===== src/hw/rtl/i2a_pkg.sv =====
`default_nettype none
// ----------------------------------------------------------------------------
// i2a_pkg
// Shared types, constants and helpers of the integer to ASCII formatter.
// ----------------------------------------------------------------------------
package i2a_pkg;

    localparam int VALUE_WIDTH_DEF = 32;
    localparam int MAX_DIGITS_DEF  = 20;

    // Request queue between the front and the back.
    localparam int QUEUE_DEPTH = 2;
    localparam int QPTR_W      = 1;
    localparam int QCNT_W      = 2;

    localparam int CHAR_W  = 8;
    localparam int CNT_W   = 6;
    localparam int TOTAL_W = 7;

    // Input tdata layout, lowest bit first.
    localparam int VALUE_BITS_W = 32;
    localparam int TD_VALUE_LSB = 0;
    localparam int TD_UPPER     = 32;
    localparam int TD_MINW_LSB  = 33;
    localparam int MINW_W       = 6;
    localparam int TD_PREC_LSB  = 39;
    localparam int PREC_W       = 7;
    localparam int TD_LEFT      = 46;
    localparam int TD_PLUS      = 47;
    localparam int TD_SPACE     = 48;
    localparam int TD_ZPAD      = 49;
    localparam int S_TDATA_W    = 56;

    // Input tuser layout, lowest bit first.
    localparam int TU_SIGNED    = 0;
    localparam int TU_BASE_LSB  = 1;
    localparam int BSEL_W       = 2;
    localparam int S_TUSER_W    = 3;

    localparam logic [BSEL_W-1:0] BSEL_OCT = 2'd0;
    localparam logic [BSEL_W-1:0] BSEL_DEC = 2'd1;

    localparam logic [CHAR_W-1:0] CH_SPACE = 8'h20;
    localparam logic [CHAR_W-1:0] CH_PLUS  = 8'h2B;
    localparam logic [CHAR_W-1:0] CH_MINUS = 8'h2D;
    localparam logic [CHAR_W-1:0] CH_ZERO  = 8'h30;

    localparam logic [0:15][CHAR_W-1:0] HEX_UPPER = "0123456789ABCDEF";
    localparam logic [0:15][CHAR_W-1:0] HEX_LOWER = "0123456789abcdef";

    typedef enum logic [1:0] {
        BASE_OCT,
        BASE_DEC,
        BASE_HEX
    } base_t;

    typedef enum logic [1:0] {
        SIGN_NONE,
        SIGN_MINUS,
        SIGN_PLUS,
        SIGN_SPACE
    } sign_t;

    typedef struct packed {
        sign_t             sign;
        base_t             base;
        logic              upper;
        logic [MINW_W-1:0] min_width;
        logic [CNT_W-1:0]  prec;
        logic              left;
        logic              zpad;
    } req_ctrl_t;

    typedef struct packed {
        logic full;
        logic empty;
    } q_status_t;

    typedef enum logic [2:0] {
        BK_IDLE,
        BK_CONV,
        BK_SIZE,
        BK_CALC,
        BK_EMIT
    } back_state_t;

    function automatic logic [CHAR_W-1:0] digit_char(input logic [3:0] d, input logic upper);
        logic [CHAR_W-1:0] ch;
        begin
            ch = upper ? HEX_UPPER[d] : HEX_LOWER[d];
            return ch;
        end
    endfunction

endpackage
`default_nettype wire


===== src/hw/rtl/integer_to_ascii_formatter.sv =====
`default_nettype none
// Flow: a transferred request is written into the queue; the back pops it in BK_IDLE,
// passes through BK_CONV for the shift-and-add-3 conversion (decimal only), BK_SIZE and
// BK_CALC, and sends the field in BK_EMIT. Throughput: one character per cycle unless
// m_tready stalls the output; the output idles between fields while the back sizes the
// next request. The queue holds two requests while a field is sent.
// Reset (rst_n, asynchronous, active low) empties the queue and the output register.
// ----------------------------------------------------------------------------
// integer_to_ascii_formatter
// Formats one integer conversion request into a stream of ASCII characters in
// the manner of a printf integer conversion.
// ----------------------------------------------------------------------------
module integer_to_ascii_formatter
    import i2a_pkg::*;
#(
    parameter int VALUE_WIDTH = VALUE_WIDTH_DEF,
    parameter int MAX_DIGITS  = MAX_DIGITS_DEF
)
(
    input  wire logic                  clk,
    input  wire logic                  rst_n,
    input  wire logic                  s_tvalid,
    output logic                       s_tready,
    // Fields from bit 0: value_bits[31:0], upper_case, min_width[5:0], precision[6:0],
    // left_justify, plus_sign, space_sign, zero_pad, then zero fill to 56 bits.
    input  wire logic [S_TDATA_W-1:0]  s_tdata,
    // Fields from bit 0: is_signed, base_select[1:0].
    input  wire logic [S_TUSER_W-1:0]  s_tuser,
    output logic                       m_tvalid,
    input  wire logic                  m_tready,
    // Fields from bit 0: out_char[7:0].
    output logic [CHAR_W-1:0]          m_tdata,
    // Carries last_char: high on the final character of a field.
    output logic                       m_tlast
);

    // The front resolves sign and magnitude in the cycle of the transfer and
    // writes the classified request into the queue, so a new request can be
    // taken while the back is still sending the previous field.
    q_status_t              q_status;
    logic                   push;
    logic [VALUE_WIDTH-1:0] push_mag;
    req_ctrl_t              push_ctrl;
    logic                   pop;
    logic [VALUE_WIDTH-1:0] rd_mag;
    req_ctrl_t              rd_ctrl;

    i2a_front #(
        .VALUE_WIDTH (VALUE_WIDTH)
    ) u_front (
        .s_tvalid  (s_tvalid),
        .s_tready  (s_tready),
        .s_tdata   (s_tdata),
        .s_tuser   (s_tuser),
        .q_status  (q_status),
        .push      (push),
        .push_mag  (push_mag),
        .push_ctrl (push_ctrl)
    );

    i2a_queue #(
        .VALUE_WIDTH (VALUE_WIDTH)
    ) u_queue (
        .clk       (clk),
        .rst_n     (rst_n),
        .push      (push),
        .push_mag  (push_mag),
        .push_ctrl (push_ctrl),
        .pop       (pop),
        .q_status  (q_status),
        .rd_mag    (rd_mag),
        .rd_ctrl   (rd_ctrl)
    );

    // The back converts the magnitude to digits, sizes the padding and sends
    // one character per cycle, unless m_tready stalls it, through its output register.
    i2a_back #(
        .VALUE_WIDTH (VALUE_WIDTH),
        .MAX_DIGITS  (MAX_DIGITS)
    ) u_back (
        .clk      (clk),
        .rst_n    (rst_n),
        .q_status (q_status),
        .q_mag    (rd_mag),
        .q_ctrl   (rd_ctrl),
        .q_pop    (pop),
        .m_tvalid (m_tvalid),
        .m_tready (m_tready),
        .m_tdata  (m_tdata),
        .m_tlast  (m_tlast)
    );

endmodule
`default_nettype wire


===== src/hw/rtl/i2a_front.sv =====
`default_nettype none
// ----------------------------------------------------------------------------
// i2a_front
// Accepts a conversion request, resolves sign, magnitude, base and precision,
// and pushes the classified request into the queue.
// ----------------------------------------------------------------------------
module i2a_front
    import i2a_pkg::*;
#(
    parameter int VALUE_WIDTH = VALUE_WIDTH_DEF
)
(
    input  wire logic                   s_tvalid,
    output logic                        s_tready,
    input  wire logic [S_TDATA_W-1:0]   s_tdata,
    input  wire logic [S_TUSER_W-1:0]   s_tuser,
    input  wire q_status_t              q_status,
    output logic                        push,
    output logic [VALUE_WIDTH-1:0]      push_mag,
    output req_ctrl_t                   push_ctrl
);

    logic [VALUE_WIDTH-1:0] value;
    logic [PREC_W-1:0]      prec_raw;
    logic [BSEL_W-1:0]      bsel;
    logic                   is_signed;
    logic                   negative;

    assign s_tready = !q_status.full;
    assign push     = s_tvalid && s_tready;

    always_comb
    begin
        value     = s_tdata[TD_VALUE_LSB +: VALUE_WIDTH];
        prec_raw  = s_tdata[TD_PREC_LSB +: PREC_W];
        bsel      = s_tuser[TU_BASE_LSB +: BSEL_W];
        is_signed = s_tuser[TU_SIGNED];
        negative  = is_signed && value[VALUE_WIDTH-1];

        push_mag = negative ? (~value) + {{(VALUE_WIDTH-1){1'b0}}, 1'b1} : value;

        push_ctrl.upper     = s_tdata[TD_UPPER];
        push_ctrl.min_width = s_tdata[TD_MINW_LSB +: MINW_W];
        push_ctrl.left      = s_tdata[TD_LEFT];
        push_ctrl.zpad      = s_tdata[TD_ZPAD];
        // A negative precision means none was given.
        push_ctrl.prec      = prec_raw[PREC_W-1] ? '0 : prec_raw[CNT_W-1:0];

        case (bsel)
            BSEL_OCT: push_ctrl.base = BASE_OCT;
            BSEL_DEC: push_ctrl.base = BASE_DEC;
            default:  push_ctrl.base = BASE_HEX;
        endcase

        if (negative)
            push_ctrl.sign = SIGN_MINUS;
        else if (is_signed && s_tdata[TD_PLUS])
            push_ctrl.sign = SIGN_PLUS;
        else if (is_signed && s_tdata[TD_SPACE])
            push_ctrl.sign = SIGN_SPACE;
        else
            push_ctrl.sign = SIGN_NONE;
    end

endmodule
`default_nettype wire


===== src/hw/rtl/i2a_queue.sv =====
`default_nettype none
// ----------------------------------------------------------------------------
// i2a_queue
// Two-entry queue of classified requests between the front and the back.
// ----------------------------------------------------------------------------
module i2a_queue
    import i2a_pkg::*;
#(
    parameter int VALUE_WIDTH = VALUE_WIDTH_DEF
)
(
    input  wire logic                   clk,
    input  wire logic                   rst_n,
    input  wire logic                   push,
    input  wire logic [VALUE_WIDTH-1:0] push_mag,
    input  wire req_ctrl_t              push_ctrl,
    input  wire logic                   pop,
    output q_status_t                   q_status,
    output logic [VALUE_WIDTH-1:0]      rd_mag,
    output req_ctrl_t                   rd_ctrl
);

    logic [VALUE_WIDTH-1:0] mag_mem_reg  [QUEUE_DEPTH];
    req_ctrl_t              ctrl_mem_reg [QUEUE_DEPTH];
    logic [QPTR_W-1:0]      wr_ptr_reg, wr_ptr_next;
    logic [QPTR_W-1:0]      rd_ptr_reg, rd_ptr_next;
    logic [QCNT_W-1:0]      count_reg, count_next;

    always_comb
    begin
        q_status.full  = (count_reg == QCNT_W'(QUEUE_DEPTH));
        q_status.empty = (count_reg == '0);
        rd_mag         = mag_mem_reg[rd_ptr_reg];
        rd_ctrl        = ctrl_mem_reg[rd_ptr_reg];

        wr_ptr_next = push ? wr_ptr_reg + 1'b1 : wr_ptr_reg;
        rd_ptr_next = pop  ? rd_ptr_reg + 1'b1 : rd_ptr_reg;
        count_next  = count_reg;
        if (push && !pop)
            count_next = count_reg + 1'b1;
        else if (pop && !push)
            count_next = count_reg - 1'b1;
    end

    always_ff @(posedge clk or negedge rst_n)
    begin
        if (!rst_n)
        begin
            wr_ptr_reg <= '0;
            rd_ptr_reg <= '0;
            count_reg  <= '0;
        end
        else
        begin
            wr_ptr_reg <= wr_ptr_next;
            rd_ptr_reg <= rd_ptr_next;
            count_reg  <= count_next;
        end
    end

    always_ff @(posedge clk)
    begin
        if (push)
        begin
            mag_mem_reg[wr_ptr_reg]  <= push_mag;
            ctrl_mem_reg[wr_ptr_reg] <= push_ctrl;
        end
    end

endmodule
`default_nettype wire


===== src/hw/rtl/i2a_back.sv =====
`default_nettype none
// ----------------------------------------------------------------------------
// i2a_back
// Turns one classified request into digits (shift-and-add-3 for decimal,
// bit slices for octal and hex), sizes the field and emits its characters.
// ----------------------------------------------------------------------------
module i2a_back
    import i2a_pkg::*;
#(
    parameter int VALUE_WIDTH = VALUE_WIDTH_DEF,
    parameter int MAX_DIGITS  = MAX_DIGITS_DEF
)
(
    input  wire logic                   clk,
    input  wire logic                   rst_n,
    input  wire q_status_t              q_status,
    input  wire logic [VALUE_WIDTH-1:0] q_mag,
    input  wire req_ctrl_t              q_ctrl,
    output logic                        q_pop,
    output logic                        m_tvalid,
    input  wire logic                   m_tready,
    output logic [CHAR_W-1:0]           m_tdata,
    output logic                        m_tlast
);

    localparam int EXT_W = 4 * MAX_DIGITS;
    localparam int CCW   = $clog2(VALUE_WIDTH + 1);
    localparam int DCW   = $clog2(MAX_DIGITS + 1);
    localparam int DIW   = $clog2(MAX_DIGITS);

    back_state_t            state_reg, state_next;
    req_ctrl_t              ctrl_reg, ctrl_next;
    logic [VALUE_WIDTH-1:0] shift_reg, shift_next;
    logic [3:0]             digits_reg [MAX_DIGITS];
    logic [3:0]             digits_next [MAX_DIGITS];
    logic [CCW-1:0]         conv_cnt_reg, conv_cnt_next;
    logic [DCW-1:0]         dig_cnt_reg, dig_cnt_next;
    logic [CNT_W-1:0]       lead_reg, lead_next;
    logic [CNT_W-1:0]       zeros_reg, zeros_next;
    logic [CNT_W-1:0]       trail_reg, trail_next;
    logic                   sign_pend_reg, sign_pend_next;
    logic [TOTAL_W-1:0]     total_reg, total_next;
    logic                   out_valid_reg, out_valid_next;
    logic [CHAR_W-1:0]      out_char_reg, out_char_next;
    logic                   out_last_reg, out_last_next;

    logic [EXT_W-1:0]       ext_mag;
    logic [3:0]             load_digits [MAX_DIGITS];
    logic [3:0]             adj [MAX_DIGITS];
    logic [3:0]             dab_digits [MAX_DIGITS];
    logic [DCW-1:0]         place;
    logic [TOTAL_W-1:0]     prec_w, place_w, bigger;
    logic signed [7:0]      spaces_raw;
    logic [CNT_W-1:0]       spaces, zeros;
    logic                   has_sign;
    logic                   emit_go;
    logic [CHAR_W-1:0]      sign_char;
    logic [DIW-1:0]         dig_idx;

    assign m_tvalid = out_valid_reg;
    assign m_tdata  = out_char_reg;
    assign m_tlast  = out_last_reg;
    assign emit_go  = (state_reg == BK_EMIT) && (!out_valid_reg || m_tready);

    // Digit sources: direct slices for octal and hex, one double-dabble step for decimal.
    always_comb
    begin
        ext_mag = {{(EXT_W-VALUE_WIDTH){1'b0}}, q_mag};
        for (int i = 0; i < MAX_DIGITS; i++)
        begin
            if (q_ctrl.base == BASE_OCT)
                load_digits[i] = {1'b0, ext_mag[3*i +: 3]};
            else
                load_digits[i] = ext_mag[4*i +: 4];
            adj[i] = (digits_reg[i] >= 4'd5) ? digits_reg[i] + 4'd3 : digits_reg[i];
        end
        dab_digits[0] = {adj[0][2:0], shift_reg[VALUE_WIDTH-1]};
        for (int i = 1; i < MAX_DIGITS; i++)
            dab_digits[i] = {adj[i][2:0], adj[i-1][3]};
    end

    // Field sizing from the digit count and the request.
    always_comb
    begin
        place = DCW'(1);
        for (int i = 1; i < MAX_DIGITS; i++)
        begin
            if (digits_reg[i] != 4'd0)
                place = DCW'(i + 1);
        end

        has_sign   = (ctrl_reg.sign != SIGN_NONE);
        prec_w     = {1'b0, ctrl_reg.prec};
        place_w    = TOTAL_W'(dig_cnt_reg);
        bigger     = (prec_w >= place_w) ? prec_w : place_w;
        spaces_raw = $signed({2'b00, ctrl_reg.min_width}) - $signed({1'b0, bigger})
                   - $signed({7'd0, has_sign});
        spaces     = spaces_raw[7] ? '0 : spaces_raw[CNT_W-1:0];
        zeros      = (prec_w > place_w) ? CNT_W'(prec_w - place_w) : '0;
        if (ctrl_reg.zpad)
        begin
            if (spaces > zeros)
                zeros = spaces;
            spaces = '0;
        end

        case (ctrl_reg.sign)
            SIGN_MINUS: sign_char = CH_MINUS;
            SIGN_PLUS:  sign_char = CH_PLUS;
            default:    sign_char = CH_SPACE;
        endcase
        dig_idx = DIW'(dig_cnt_reg - 1'b1);
    end

    always_comb
    begin
        state_next     = state_reg;
        ctrl_next      = ctrl_reg;
        shift_next     = shift_reg;
        digits_next    = digits_reg;
        conv_cnt_next  = conv_cnt_reg;
        dig_cnt_next   = dig_cnt_reg;
        lead_next      = lead_reg;
        zeros_next     = zeros_reg;
        trail_next     = trail_reg;
        sign_pend_next = sign_pend_reg;
        total_next     = total_reg;
        out_valid_next = out_valid_reg && !m_tready;
        out_char_next  = out_char_reg;
        out_last_next  = out_last_reg;
        q_pop          = 1'b0;

        case (state_reg)
            BK_IDLE:
            begin
                if (!q_status.empty)
                begin
                    q_pop     = 1'b1;
                    ctrl_next = q_ctrl;
                    if (q_ctrl.base == BASE_DEC)
                    begin
                        shift_next    = q_mag;
                        conv_cnt_next = CCW'(VALUE_WIDTH);
                        for (int i = 0; i < MAX_DIGITS; i++)
                            digits_next[i] = 4'd0;
                        state_next = BK_CONV;
                    end
                    else
                    begin
                        digits_next = load_digits;
                        state_next  = BK_SIZE;
                    end
                end
            end
            BK_CONV:
            begin
                digits_next   = dab_digits;
                shift_next    = shift_reg << 1;
                conv_cnt_next = conv_cnt_reg - 1'b1;
                if (conv_cnt_reg == CCW'(1))
                    state_next = BK_SIZE;
            end
            BK_SIZE:
            begin
                dig_cnt_next = place;
                state_next   = BK_CALC;
            end
            BK_CALC:
            begin
                lead_next      = ctrl_reg.left ? '0 : spaces;
                trail_next     = ctrl_reg.left ? spaces : '0;
                zeros_next     = zeros;
                sign_pend_next = has_sign;
                total_next     = TOTAL_W'(spaces) + TOTAL_W'(zeros) + place_w
                               + TOTAL_W'(has_sign);
                state_next     = BK_EMIT;
            end
            BK_EMIT:
            begin
                if (emit_go)
                begin
                    out_valid_next = 1'b1;
                    out_last_next  = (total_reg == TOTAL_W'(1));
                    total_next     = total_reg - 1'b1;
                    if (lead_reg != '0)
                    begin
                        out_char_next = CH_SPACE;
                        lead_next     = lead_reg - 1'b1;
                    end
                    else if (sign_pend_reg)
                    begin
                        out_char_next  = sign_char;
                        sign_pend_next = 1'b0;
                    end
                    else if (zeros_reg != '0)
                    begin
                        out_char_next = CH_ZERO;
                        zeros_next    = zeros_reg - 1'b1;
                    end
                    else if (dig_cnt_reg != '0)
                    begin
                        out_char_next = digit_char(digits_reg[dig_idx], ctrl_reg.upper);
                        dig_cnt_next  = dig_cnt_reg - 1'b1;
                    end
                    else
                    begin
                        out_char_next = CH_SPACE;
                        trail_next    = trail_reg - 1'b1;
                    end
                    if (total_reg == TOTAL_W'(1))
                        state_next = BK_IDLE;
                end
            end
            default:
            begin
                state_next = BK_IDLE;
            end
        endcase
    end

    always_ff @(posedge clk or negedge rst_n)
    begin
        if (!rst_n)
        begin
            state_reg     <= BK_IDLE;
            conv_cnt_reg  <= '0;
            dig_cnt_reg   <= '0;
            lead_reg      <= '0;
            zeros_reg     <= '0;
            trail_reg     <= '0;
            sign_pend_reg <= 1'b0;
            total_reg     <= '0;
            out_valid_reg <= 1'b0;
        end
        else
        begin
            state_reg     <= state_next;
            conv_cnt_reg  <= conv_cnt_next;
            dig_cnt_reg   <= dig_cnt_next;
            lead_reg      <= lead_next;
            zeros_reg     <= zeros_next;
            trail_reg     <= trail_next;
            sign_pend_reg <= sign_pend_next;
            total_reg     <= total_next;
            out_valid_reg <= out_valid_next;
        end
    end

    always_ff @(posedge clk)
    begin
        ctrl_reg     <= ctrl_next;
        shift_reg    <= shift_next;
        digits_reg   <= digits_next;
        out_char_reg <= out_char_next;
        out_last_reg <= out_last_next;
    end

    // While characters are being sent there is always at least one left.
    a_emit_nonempty: assert property (@(posedge clk) disable iff (!rst_n)
        (state_reg == BK_EMIT) |-> (total_reg != '0))
        else $error("emit state entered with no characters left");

    // The final character of a field carries the last mark and frees the back.
    a_last_mark: assert property (@(posedge clk) disable iff (!rst_n)
        (emit_go && total_reg == TOTAL_W'(1)) |=> (out_last_reg && state_reg == BK_IDLE))
        else $error("final character not marked last");

    // The digit count used for sizing is between one and the digit limit.
    a_digit_count: assert property (@(posedge clk) disable iff (!rst_n)
        (state_reg == BK_CALC) |-> (dig_cnt_reg != '0 && dig_cnt_reg <= DCW'(MAX_DIGITS)))
        else $error("digit count out of range");

endmodule
`default_nettype wire

===== config.mk =====
export PLATFORM = sky130hd
export DESIGN_NAME = integer_to_ascii_formatter
export DESIGN_NICKNAME = d
export VERILOG_FILES = /design/src/hw/rtl/i2a_pkg.sv /design/src/hw/rtl/integer_to_ascii_formatter.sv /design/src/hw/rtl/i2a_front.sv /design/src/hw/rtl/i2a_queue.sv /design/src/hw/rtl/i2a_back.sv
export SDC_FILE = /design/constraint.sdc
export NUM_CORES = 1
export LEC_CHECK = 0
export BUFFER_PORTS_ARGS = -buffer_cell sky130_fd_sc_hd__buf_2
export CAP_MARGIN = 10
export CORE_MARGIN = 10
export CORE_UTILIZATION = 32
export DETAILED_ROUTE_END_ITERATION = 12
export SYNTH_ARGS = -nofsm -noshare
export SYNTH_HDL_FRONTEND = slang
export SYNTH_SLANG_ARGS = --single-unit

===== constraint.sdc =====
create_clock -name clk -period 14.86 [get_ports clk]
set_input_delay 1.486 -clock clk [delete_from_list [all_inputs] [get_ports clk]]
set_output_delay 1.486 -clock clk [all_outputs]
set_load 0.005 [all_outputs]

== Word-level counts from Yosys, hierarchy flattened ==
Memories as Yosys holds them, arrays and structs flattened.
Index checks and enable logic that the tools add are counted.
Word-level totals
  flip-flop bits (word level): 177
  input bits: 63
  bits in writable memories: 102
  memories kept: 4
  bits in read-only memories: 256
  logic and storage cells: 303
  output and inout port bits: 11
Memories
  (name not given): words 16, bits a word 8, rd ports 1, clocked after memory_dff 0, write ports 0, RTL line i2a_pkg.sv:90  | ch = upper ? HEX_UPPER[d] : HEX_LOWER[d];
  (name not given): words 16, bits a word 8, rd ports 1, clocked after memory_dff 0, write ports 0, RTL line i2a_pkg.sv:90
  u_queue.mag_mem_reg: words 2, bits a word 32, rd ports 1, clocked after memory_dff 0, write ports 1, RTL line i2a_queue.sv:23  | logic [VALUE_WIDTH-1:0] mag_mem_reg [QUEUE_DEPTH];
  u_queue.ctrl_mem_reg: words 2, bits a word 19, rd ports 1, clocked after memory_dff 0, write ports 1, RTL line i2a_queue.sv:24  | req_ctrl_t ctrl_mem_reg [QUEUE_DEPTH];
Cells by class
  equal/unequal tests: 22
  multiplexer cells: 117
  bitwise gates (word level): 4
  add/sub/neg operators: 36
  reduce and logical (&&, ||, !) cells: 55
  order comparisons: 25
Operators by type and width (count)
  80-bit two-way mux: 2
  80-bit case mux with 2 select lines: 1
  4-bit two-way mux: 37
  32-bit two-way mux: 3
  6-bit two-way mux: 16
  4-bit by 3-bit greater-or-equal comparator with 1-bit output (second input constant): 20
  4-bit by 2-bit adder with 4-bit output (second input constant): 19
  4-bit nonzero test: 19
  8-bit two-way mux: 8
  32-bit case mux with 2 select lines: 1
  5-bit two-way mux: 10
  6-bit case mux with 2 select lines: 3
  3-bit two-way mux: 11
  32-bit by 1-bit adder with 32-bit output (second input constant): 1
  32-bit NOT: 1
  4-bit binary-select mux with 5-bit select: 1
  2-bit two-way mux: 9
  6-bit by 1-bit subtractor with 6-bit output (second input constant): 3
  2-bit != test (second input constant): 8
  3-bit case mux with 5 select lines: 1
  7-bit case mux with 2 select lines: 1
  6-bit nonzero test: 2
  5-bit case mux with 2 select lines: 1
  2-bit nonzero test: 5
  other kinds (44): 76

== Longest topological paths before layout ==
Gate-level depths: netlist of the first run.
  depth after elaboration: 21
  depth in mapped cells: 39
  mapped depth without buffers: 38

== Cells and area by module ==
From an unflattened synthesis of the first run, not the netlist that was laid out.
Second synthesis, totals
  cell total of the unflattened synthesis: 1547
  area total of the unflattened synthesis: 16806.1 sq um
By module, submodules not included
  i2a_back: area each 11851.4 sq um, seq. area each 4989.8 sq um, times used 1, cells an instance 1246
  i2a_queue: area each 4119.0 sq um, seq. area each 3163.0 sq um, times used 1, cells an instance 175
  i2a_front: area each 835.8 sq um, seq. area each 0.0 sq um, times used 1, cells an instance 126

== Least setup slack after synthesis of the first run ==
OpenSTA, ideal clock, no wires.
  path type: register to register
  start point: register u_back.dig_cnt_reg[1]
  end point: register u_back.total_reg[6]
  clock period less this slack: 7.605 ns
  slack: 7.255 ns
  path buffers: 2
  stages on the path, launching flop included: 34
  data required time: 14.777 ns
  arrival time: 7.522 ns
  library setup time: 0.083 ns
  cell sequence: dfrtp_1 > clkbuf_1 > inv_1 > fa_1 > a21o_1 > a21oi_1 > nor2b_1 > nor4_1 > mux2_2 > ha_1 > inv_1 > ha_1 > inv_1 > a21oi_1 > o21a_1 > o21ai_0 > or4b_2 > inv_1 > ha_1 > nand3_1 > o21ai_0 > o211a_1 > clkbuf_1 > mux2_2 > fa_1 > ha_1 > fa_1 > a21o_1 > a21o_1 > a21o_1 > a21oi_1 > xnor2_1 > a21oi_1 > o21ai_0
On the way
  word-level cells in the longest chain between the ends: 12
  elaborated cells between the ends (all ways): 16
  those cells by class: add/sub: 6; order compare: 3; mux: 7
RTL lines
  start, declared: RTL line i2a_back.sv:37  | logic [DCW-1:0] dig_cnt_reg, dig_cnt_next;
  start signal, assigned: RTL line i2a_back.sv:239  | dig_cnt_reg <= dig_cnt_next;
  6-bit by 5-bit greater-or-equal comparator with 1-bit output: RTL line i2a_back.sv:95  | bigger = (prec_w >= place_w) ? prec_w : place_w;
  6-bit two-way mux: RTL line i2a_back.sv:95
  6-bit by 7-bit subtractor with 8-bit output: RTL line i2a_back.sv:96  | spaces_raw = $signed({2'b00, ctrl_reg.min_width}) - $signed({1'b0, bigger})
  8-bit by 2-bit subtractor with 8-bit output: RTL line i2a_back.sv:97  | - $signed({7'd0, has_sign});
  6-bit two-way mux: RTL line i2a_back.sv:98  | spaces = spaces_raw[7] ? '0 : spaces_raw[CNT_W-1:0];
  6-bit > comparator: RTL line i2a_back.sv:102  | if (spaces > zeros)
  6-bit two-way mux: RTL line i2a_back.sv:102
  6-bit two-way mux: RTL line i2a_back.sv:100  | if (ctrl_reg.zpad)
  6-bit by 6-bit adder with 7-bit output: RTL line i2a_back.sv:174  | total_next = TOTAL_W'(spaces) + TOTAL_W'(zeros) + place_w
  7-bit by 5-bit adder with 7-bit output (*): RTL line i2a_back.sv:174
  7-bit by 1-bit adder with 7-bit output (*): RTL line i2a_back.sv:175  | + TOTAL_W'(has_sign);
  7-bit case mux with 2 select lines (*): RTL line i2a_back.sv:133  | case (state_reg)
  end signal, assigned: RTL line i2a_back.sv:244  | total_reg <= total_next;
  end, declared: RTL line i2a_back.sv:42  | logic [TOTAL_W-1:0] total_reg, total_next;
Every way passes the cells marked *; elsewhere a longest branch is shown, timed or not.
A chain may end at the register's enable or synchronous reset.

== Worst setup path after layout of the first run ==
Same ends and word-level chain as after synthesis.

==> metrics.md, run 1 <==
| Metric | Value |
|---|---|
| Hold path cells | 1 |
| Final Cycle Share | 56.00% |
| Final #Nets | 1690 |
| Crit path required time | 15.34 ns |
| YS warnings | 0 |
| Cells after Synth | 1488 |
| I/O pins | 74 |
| Detailed placer's ending HPWL | 25910 µm |
| CTS buffer count | 31 |
| Endpoints failing hold | 0 |
| Congestion Overflow GR | 0 |
| Register area share after synthesis | 50.68% |
| EDFF count, synth | 239 |
| RSZ-0062 raised after global routing | no |
| M1 wire length | 16980 µm |
| DR pass1 iterations | 7 |
| DRC Markers | 0 |
| Adder-cell share of the synthesized area | 7.497% |
| Gr usage total | 11.74% |
| Vias per inst | 4.997 |
| HP Start | u_queue.count_reg[1] |
| R2R cell count | 31 |
| Synth Area in Compound Gates | 11.92% |
| Pin count of the biggest net entering global routing | 86 |
| Setup TNS | 0 ns |
| Syn Std Cell Area | 16090 µm² |
| DR iter-0 viols | 841 |
| Worst setup EP type | register |
| Max incr delay on CP | 0.71 ns |
| Fin Clk Skew | 0.01493 ns |
| Synth cell types | 67 |
| Initial core utilization | 32.20% |
| Clock Tree Buf Depth | 3 |
| Critical Path Start Type | register |
| Die area | 59640 µm² |
| Post-DR wirelength/cell | 16.23 µm |
| Largest family of logic cells by synthesized area | simple AND/OR/NAND/NOR gates |
| Leading cell types in the layout, fill and taps excluded | edfxtp_1, nor2_1, a21oi_1 |
| Worst EP arrival | 8.80 ns |
| DR vias | 11150 |
| Period minus WS final | 8.322 ns |
| Chip height | 244.2 µm |
| # Max-Cap Violations | 0 |
| Routed WL | 36220 µm |
| Vias in the first global route | 10970 |
| Rows | 82 |
| Register area | 8154 µm² |
| Slew @ Worst Pin | 1.142 ns |
| Hold buffer count at cts | 0 |
| Layout cell share with drive strength beyond 1 | 13.21% |
| Worst-path maximum fanout | 9 |
| Met3 Routed Length | 1333 µm |
| Area Growth Syn to Fin | 13.09% |
| Async SR Flop Fraction | 14.03% |
| Max transition margin | 23.87% |
| DR top layer | met4 |
| First-pass GRT wire length | 58290 µm |
| Wire length on met2 | 17280 µm |
| Area occupied by multi-input gates | 7313 µm² |
| Fill cell count | 4916 |
| Commonest non-fill, non-tap cell in the layout | edfxtp_1 |
| Setup bufs post-CTS | 0 |
| Clock root cell | clkbuf_16 |
| Max FFs per register | 80 |
| CTS resizes | 0 |
| Port Buf Inserts | 66 |
| #FFs+latches synth | 278 |
| Outcome | completed |
| Syn nets | 1642 |
| Slowest CP cell | nor4_1 |
| H-tree levels | 1 |
| Multiplexer share of the synthesized area | 7.381% |
| Die span in x | 244.2 µm |
| Max-slew violations | 0 |
| Average size of a mapped cell | 10.81 µm² |
| Top_reg_cell synth | edfxtp_1 |
| Final ANT Viol Nets | 0 |
| Critical Path Source | u_back.dig_cnt_reg[1] |
| CTS tree | done |
| Post-Synth Simple-Gate Area | 13.69% |
| Reg-to-reg critical path startpoint | u_back.dig_cnt_reg[1] |
| Clock Latency Late Sink | 0.57 ns |
| Sink Count | 278 |
| RD Place Congestion | 0.8511 |
| Clock transition at the registers of the reported paths | 0.07 ns |
| WS Path Type | register to register |
| Core Region | 49970 µm² |
| Hold Crit Class | register to register |
| Final setup vio count | 0 |
| Ant diodes | 0 |
| Post-Synth XOR/XNOR Area | 4.791% |
| FMAX | 0.1202 GHz |
| Initial antenna violation count | 0 |
==> worst max-delay path, delay by kind of cell, from the launching register on <==
kind	cells	cell delay, ns
flip-flops	1	0.51
multiplexers	1	0.41
buffers and inverters	3	0.41
AND/OR/NAND/NOR	5	1.68
XOR/XNOR	1	0.16
AO/OA/AOI/OAI	14	2.66
adder cells (fa/ha/maj)	7	2.43
==> Yosys cell counts, types with 5 or more instances <==
cell type	number	share of area, %
inv_1	105	2.4
a211oi_1	5	0.23
or2_2	8	0.31
o21ai_0	78	2.4
mux2i_1	41	2.6
xor2_1	42	2.3
nor2b_1	13	0.51
and2_1	7	0.27
ha_1	82	6.4
a21o_1	10	0.47
a21oi_1	138	4.3
nor3_1	31	0.96
a31oi_1	9	0.35
o21a_1	10	0.47
dfrtp_1	39	6.1
edfxtp_1	239	45
nor2_1	168	3.9
nor3b_1	20	0.93
and3_1	7	0.27
or3_1	22	0.86
nand3_1	19	0.59
clkbuf_1	53	1.2
fa_1	9	1.1
xnor2_1	46	2.5
nor4_1	5	0.19
o211ai_1	6	0.28
nand2b_1	32	1.2
mux4_2	21	2.9
o22ai_1	21	0.82
nand2_1	88	2.1
mux2_2	27	1.9
o31ai_1	11	0.51
nand4_1	6	0.23
o32ai_1	6	0.33
==> final timing paths <==
kind,to,slack [ns]
min in group asynchronous,u_back.total_reg[4],1.09
worst min-delay path,u_queue.count_reg[1],0.49
worst min register to register,u_queue.count_reg[1],0.49
max in group asynchronous,u_queue.rd_ptr_reg,13.06
worst max register to register,u_back.total_reg[6],6.54
worst max-delay path,u_back.total_reg[6],6.54
==> kinds of logic after synthesis <==
kind of cell	count (synthesis)
flip-flops	278
adder cells (fa/ha/maj)	91
AND/OR/NAND/NOR	449
other	1
buffers and inverters	168
XOR/XNOR	88
multiplexers	89
AO/OA/AOI/OAI	324
==> metal layers <==
| metal | GRT usage, % | up-vias |
|---|---|---|
| li1 | - | 5474 |
| met1 | 15.68 | 5439 |
| met2 | 19.68 | 199 |
| met3 | 1.679 | 42 |
| met4 | 2.922 | 0 |
| met5 | 0 | - |
==> stage by stage <==
stage | setup slack (ns) | std cells | util [%] | hold slack, ns | instance area [µm²]
6_report | 6.538 | 2232 | 36.41 | 0.4899 | 18190
5_1_grt | 5.805 | 2232 | 36.41 | 0.5295 | 18190
4_1_cts | 6.543 | 2232 | 36.41 | 0.4912 | 18190
3_5_place_dp | 6.585 | 2175 | 34.26 | 0.4807 | 17120
3_3_place_gp | 6.708 | 2175 | 34.26 | 0.4738 | 17120
2_1_floorplan | 7.255 | 1488 | - | 0.4559 | 16090
==> area by class of cell <==
cell class | instances | area share, %
Clock buffer | 36 | 4.422
Clock inverter | 21 | 1.485
Inverter | 106 | 2.187
Multi-Input combinational cell | 1042 | 40.20
Sequential cell | 278 | 44.82
Tap cell | 672 | 4.621
Timing Repair Buffer | 77 | 2.269
Power of run 1 is left out: the tool's default activity adds up to more than one toggle a clock period on the data nets, which glitch-free logic cannot reach.
==> run 2: changes to the inputs <==
--- a/config.mk
+++ b/config.mk
@@ -5,6 +5,7 @@
 export SDC_FILE = /design/constraint.sdc
 export NUM_CORES = 1
 export LEC_CHECK = 0
+export ABC_AREA = 1
 export BUFFER_PORTS_ARGS = -buffer_cell sky130_fd_sc_hd__buf_2
 export CAP_MARGIN = 10
 export CORE_MARGIN = 10
==> constraint.sdc (replaced) <==
create_clock -name clk -period 6.84 [get_ports clk]
set_input_delay 0.684 -clock clk [delete_from_list [all_inputs] [get_ports clk]]
set_output_delay 0.684 -clock clk [all_outputs]
set_load 0.005 [all_outputs]
==> metrics.md, run 2 <==
| Metric | Value |
|---|---|
| Hold slack | 0.2511 ns (-0.2388 ns) |
| Most used cell, CP | nor2_1 |
| RSZ-0062 raised after global routing | yes |
| CTS tree | done |
| Max FFs per register | 80 (unchanged) |
| Area contributors post-synth | edfxtp_1, nand2_1, ha_1 |
| FMAX | 0.1558 GHz (+30%) |
| Critical Path Start Type | register |
| RD Place Congestion | 0.8534 (+0.27%) |
| Final #Nets | 1945 (+15%) |
| Die span in x | 245.9 µm (+0.69%) |
| Largest area contributor in the synthesized netlist | edfxtp_1 |
| Detailed placer's ending HPWL | 27160 µm (+4.8%) |
| Fill cell count | 5070 (+3.1%) |
| H-tree levels | 1 (unchanged) |
| I/O pins | 74 (unchanged) |
| Port Buf Inserts | 66 (unchanged) |
| Period minus WS final | 6.419 ns (-1.902 ns) |
| DP Worst Slack | 0.03136 ns (-6.554 ns) |
| Synth cell count leaders | nand2_1, edfxtp_1, inv_1 |
| Slowest CP cell | fa_1 |
| YS warnings | 0 (unchanged) |
| Congestion Overflow GR | 0 (unchanged) |
| Reg-to-reg critical path startpoint | u_back.ctrl_reg[2] |
| Max incr delay on CP | 0.45 ns (-0.26 ns) |
| CTS buffer count | 31 (unchanged) |
| Worst EP arrival | 6.85 ns (-1.95 ns) |
| Routed WL | 38620 µm (+6.6%) |
| Final Cycle Share | 93.85% (+38 points) |
| Max transition margin | 22.47% (-1.4 points) |
| Leading cell types in the layout, fill and taps excluded | nand2_1, edfxtp_1, inv_1 |
| R2r setup slk | 0.42 ns (-6.12 ns) |
| Vias per inst | 4.930 (-1.4%) |
| Worst setup EP type | register |
| Met1 GRT Util | 16.30% (+0.62 points) |
| Crit path required time | 7.28 ns (-8.06 ns) |
| Reg2reg end | u_back.total_reg[6] |
| Synth cell types | 60 (-10%) |
| Average size of a mapped cell | 9.489 µm² (-12%) |
| Clock Latency Late Sink | 0.57 ns (about the same) |
| Commonest non-fill, non-tap cell in the layout | nand2_1 |
| Initial antenna violation count | 0 (unchanged) |
| Fin Clk Skew | 0.01335 ns (-0.001572 ns) |
| Layout cell share with drive strength beyond 1 | 14.28% (+1.1 points) |
| Die area | 60470 µm² (+1.4%) |
| GRT busiest layer | met2 |
| Critical Path Source | u_back.ctrl_reg[2] |
| Initial core utilization | 32.48% (+0.29 points) |
| WS Path Type | register to register |
| Cells after Synth | 1721 (+16%) |
| Clock Tree Buf Depth | 3 (unchanged) |
| Syn nets | 1875 (+14%) |
| Grt met3 use | 1.825% (+0.15 points) |
| First-pass GRT wire length | 62670 µm (+7.5%) |
| Worst Setup Slack, final | 0.4205 ns (-6.118 ns) |
| Core Region | 50270 µm² (+0.62%) |
| Final ANT Viol Nets | 0 (unchanged) |
| Gr usage total | 12.46% (+0.72 points) |
| Async SR Flop Fraction | 14.03% (unchanged) |
| DR vias | 12260 (+9.9%) |
| Post-DR wirelength/cell | 15.53 µm (-4.3%) |
| Chip height | 245.9 µm (+0.69%) |
| # Max-Cap Violations | 0 (unchanged) |
| Clock root cell | clkbuf_16 |
| Vias in the first global route | 12110 (+10%) |
| DR pass1 iterations | 5 (-2) |
| Final setup vio count | 0 (unchanged) |
| Hold buffer count at cts | 0 (unchanged) |
| Pin count of the biggest net entering global routing | 81 (-5.8%) |
| Routing usage on met2 | 20.86% (+1.2 points) |
| Syn Std Cell Area | 16330 µm² (+1.5%) |
| Outcome | completed |
| EDFF count, synth | 239 (unchanged) |
| Clock transition at the registers of the reported paths | 0.06 ns (about the same) |
| Ant diodes | 0 (unchanged) |
| Endpoints failing hold | 0 (unchanged) |
| Hold Crit Class | primary input to async pin |
| Area Growth Syn to Fin | 14.56% |
| Slew @ Worst Pin | 1.163 ns (+0.02103 ns) |
| Top_reg_cell synth | edfxtp_1 |
| Register area share after synthesis | 49.92% (-0.75 points) |
| Max-slew violations | 0 (unchanged) |
| Count leader, synth | nand2_1 |
| R2R cell count | 43 (+39%) |
| #FFs+latches synth | 278 (unchanged) |
| Rows | 82 (unchanged) |
| DR iter-0 viols | 850 (+1.1%) |
| Sink Count | 278 (unchanged) |
| Worst-path maximum fanout | 5 (-4) |
| DRC Markers | 0 (unchanged) |
| Share of the synthesized area in the top cell type | 43.95% (-0.66 points) |
## run 2: cell count changes after synthesis, moves of 22 or more
cell	before	now
xnor2_1	46	17
nand2_1	88	299
o21ai_0	78	175
nand3_1	19	45
inv_1	105	218
a21oi_1	138	114
nand2b_1	32	0
or3_1	22	0
clkbuf_1	53	29
nor2_1	168	122
## run 2: repair_timing
item | 4_1_cts | 5_1_grt
gates resized for setup | 0 | 29
endpoints found under the hold margin | 0 | 0
setup endpoints to repair | 0 | 6
setup buffers | 0 | 4
## run 2: area by class of cell
type	count	area, µm²	share of cell area [%]
clock buffer	41	884.6	4.728
inverter	227	854.6	4.568
tap	672	840.8	4.494
sequential	278	8155	43.59
multi-input combinational	1164	7223	38.61
timing repair buffer	89	503.0	2.689
clock inverter	15	246.5	1.318
## run 2: worst max-delay path by stage
stage	endpoint	slack [ns]	cells after the start
after floorplan	u_back.total_reg[6]	0.52	44
after global routing	u_back.total_reg[6]	-0.1	43
final	u_back.total_reg[6]	0.42	43
after global placement	u_back.total_reg[6]	0.21	43
after CTS	u_back.total_reg[6]	0.01	42
after detailed placement	u_back.total_reg[6]	0.03	42
## run 2: cells by family (layout without fill, tap and decap cells)
| kind of cell | after synthesis | after routing | synth area share [%] |
|---|---|---|---|
| mux | 48 | 48 | 3.141 |
| buf+inv | 280 | 372 | 6.719 |
| flops | 278 | 278 | 49.92 |
| compound gates | 392 | 392 | 13.84 |
| simple gates | 558 | 559 | 14.85 |
| xor+xnor | 73 | 73 | 4.122 |
| other cells | 1 | 1 | 0.02296 |
| fa+ha+maj | 91 | 91 | 7.386 |
## run 2: critical path: cells and delay by family (launching register included)
family | cells | cell delay [ns]
AOI/OAI and AO/OA | 9 | 1.01
adders and majority gates | 8 | 2.45
buffers and inverters | 3 | 0.21
DFF | 1 | 0.41
and+or+nand+nor | 23 | 2.24
## run 2: through the flow
stage	std cells	TNS [ns]	util, %	area [µm²]
after global placement	2425	0	34.68	17430
after CTS	2481	0	36.93	18560
after floorplan	1721	0	-	16330
after detailed placement	2425	0	34.68	17430
after global routing	2486	-0.1843	37.21	18710
final	2486	0	37.21	18710
## run 2: routing by layer
metal	wire length (µm)	vias to the layer above	share of wire [%]
met3	1661	63	4.3
met1	17580	5867	46
met2	18470	262	48
met5	0	-	0
met4	896	0	2.3
li1	-	6063	-
Power of run 2 is left out for the same reason.
==> run 3: changes to the inputs <==
--- a/config.mk
+++ b/config.mk
@@ -10,6 +10,7 @@
 export CAP_MARGIN = 10
 export CORE_MARGIN = 10
 export CORE_UTILIZATION = 32
+export CTS_BUF_LIST = sky130_fd_sc_hd__clkbuf_4 sky130_fd_sc_hd__clkbuf_8
 export DETAILED_ROUTE_END_ITERATION = 12
 export SYNTH_ARGS = -nofsm -noshare
 export SYNTH_HDL_FRONTEND = slang
==> metrics.md, run 3 (synthesis results as in run 2) <==
| Metric | Value |
|---|---|
| DR iter-0 viols | 935 (+10%) |
| Outcome | completed |
| Vias per inst | 4.896 (-0.68%) |
| Fill cell count | 5117 (+0.93%) |
| Pin count of the biggest net entering global routing | 81 (unchanged) |
| Final setup vio count | 0 (unchanged) |
| Detailed placer's ending HPWL | 27160 µm (unchanged) |
| CTS tree | done |
| Die span in x | 245.9 µm (unchanged) |
| Worst EP arrival | 7.03 ns (+0.18 ns) |
| DR pass1 iterations | 5 (unchanged) |
| Max transition margin | 21.93% (-0.53 points) |
| Fin Clk Skew | 0.03120 ns (+0.01784 ns) |
| Max FFs per register | 80 (unchanged) |
| H-tree levels | 2 (+1) |
| Die area | 60470 µm² (unchanged) |
| FMAX | 0.1523 GHz (-2.3%) |
| Register area | 8155 µm² (unchanged) |
| Routed WL | 38770 µm (+0.39%) |
| Crit path required time | 7.30 ns (+0.02 ns) |
| Final Cycle Share | 96.01% (+2.2 points) |
| Endpoints failing hold | 0 (unchanged) |
| RD Place Congestion | 0.8534 (unchanged) |
| Layout cell share with drive strength beyond 1 | 16.83% (+2.6 points) |
| Core Region | 50270 µm² (unchanged) |
| Non-filler cells, final | 2527 (+1.6%) |
| Clock Tree Buf Depth | 3 (unchanged) |
| Rows | 82 (unchanged) |
| DP Worst Slack | 0.03136 ns (unchanged) |
| Commonest non-fill, non-tap cell in the layout | nand2_1 |
| Chip height | 245.9 µm (unchanged) |
| WS Path Type | register to register |
| Clock Latency Late Sink | 0.60 ns (+0.03 ns) |
| Area occupied by multi-input gates | 7254 µm² (+0.43%) |
| DR vias | 12370 (+0.95%) |
| Max incr delay on CP | 0.45 ns (about the same) |
| Initial antenna violation count | 1 (+1) |
| # Max-Cap Violations | 0 (unchanged) |
| Final #Nets | 1971 (+1.3%) |
| Slowest CP cell | fa_1 |
| CTS buffer count | 48 (+55%) |
| Critical Path Start Type | register |
| Clock root cell | clkbuf_8 |
| Most used cell, CP | nor2_1 |
| Vias in the first global route | 12270 (+1.3%) |
| Area Growth Syn to Fin | 14.32% |
| Cell area after layout | 18670 µm² (-0.21%) |
| First-pass GRT wire length | 63010 µm (+0.54%) |
| Dpl cells | 2425 (unchanged) |
| Period minus WS final | 6.567 ns (+0.1477 ns) |
| I/O pins | 74 (unchanged) |
| Hold buffer count at cts | 0 (unchanged) |
| Worst-path maximum fanout | 4 (-1) |
| Clock transition at the registers of the reported paths | 0.06 ns (about the same) |
| Hold slack | 0.2333 ns (-0.01779 ns) |
| Final ANT Viol Nets | 0 (unchanged) |
| Gr usage total | 12.55% (+0.086 points) |
| Slew @ Worst Pin | 1.171 ns (+0.008013 ns) |
| Worst Setup Slack, final | 0.2728 ns (-0.1477 ns) |
| Worst setup EP type | register |
| Congestion Overflow GR | 0 (unchanged) |
| Sink Count | 278 (unchanged) |
| Leading cell types in the layout, fill and taps excluded | nand2_1, edfxtp_1, inv_1 |
| DRC Markers | 0 (unchanged) |
| Post-DR wirelength/cell | 15.34 µm (-1.2%) |
| Hold Crit Class | primary input to async pin |
| Port Buf Inserts | 66 (unchanged) |
| Area after DPL | 17430 µm² (unchanged) |
| Initial core utilization | 32.48% (unchanged) |
| Max-slew violations | 0 (unchanged) |
## run 3: final cells by class
cell class	instances	share of cell area, %
Clock inverter	13	0.4021
Tap cell	672	4.504
Sequential cell	278	43.68
Multi-Input combinational cell	1164	38.86
Timing Repair Buffer	98	3.076
Clock buffer	74	4.886
Inverter	227	4.577
Antenna cell	1	0.01340
## run 3: final timing paths
| path | depth (start not counted) | slack [ns] | start | to |
|---|---|---|---|---|
| hold / removal | 1 | 0.23 | rst_n | u_back.total_reg[4] |
| max in group asynchronous | 1 | 5.92 | rst_n | u_queue.rd_ptr_reg |
| setup / recovery | 43 | 0.27 | u_back.ctrl_reg[2] | u_back.total_reg[6] |
| min in group clk | 1 | 0.29 | s_tdata[46] | u_queue.ctrl_mem_reg[1][1] |
| setup reg to reg | 43 | 0.27 | u_back.ctrl_reg[2] | u_back.total_reg[6] |
| hold reg to reg | 1 | 0.48 | u_queue.count_reg[0] | u_queue.count_reg[0] |
## run 3: through the flow
step,util [%],setup TNS [ns]
after CTS,36.64,0
after global routing,37.14,-0.2665
after global placement,34.68,0
final,37.14,0
after detailed placement,34.68,0
after floorplan,-,0
## run 3: critical path, delay by kind of cell (launching register included)
family,cells,cell delay (ns)
adder cells (fa/ha/maj),8,2.54
AND/OR/NAND/NOR,23,2.30
AO/OA/AOI/OAI,9,1.03
flip-flops,1,0.41
buffers and inverters,3,0.17
## run 3: per-layer routing
metal	track usage [%]	part of all wire, %	up-vias
li1	-	-	6118
met1	16.26	45	5921
met2	20.91	48	275
met3	2.107	4.5	58
met4	4.084	2.2	0
met5	0	0	-
## run 3: timing repair
item	in CTS	in global routing
setup endpoints to repair	0	6
setup buffers	0	13
resized for setup	0	45
Power of run 3 is left out for the same reason.
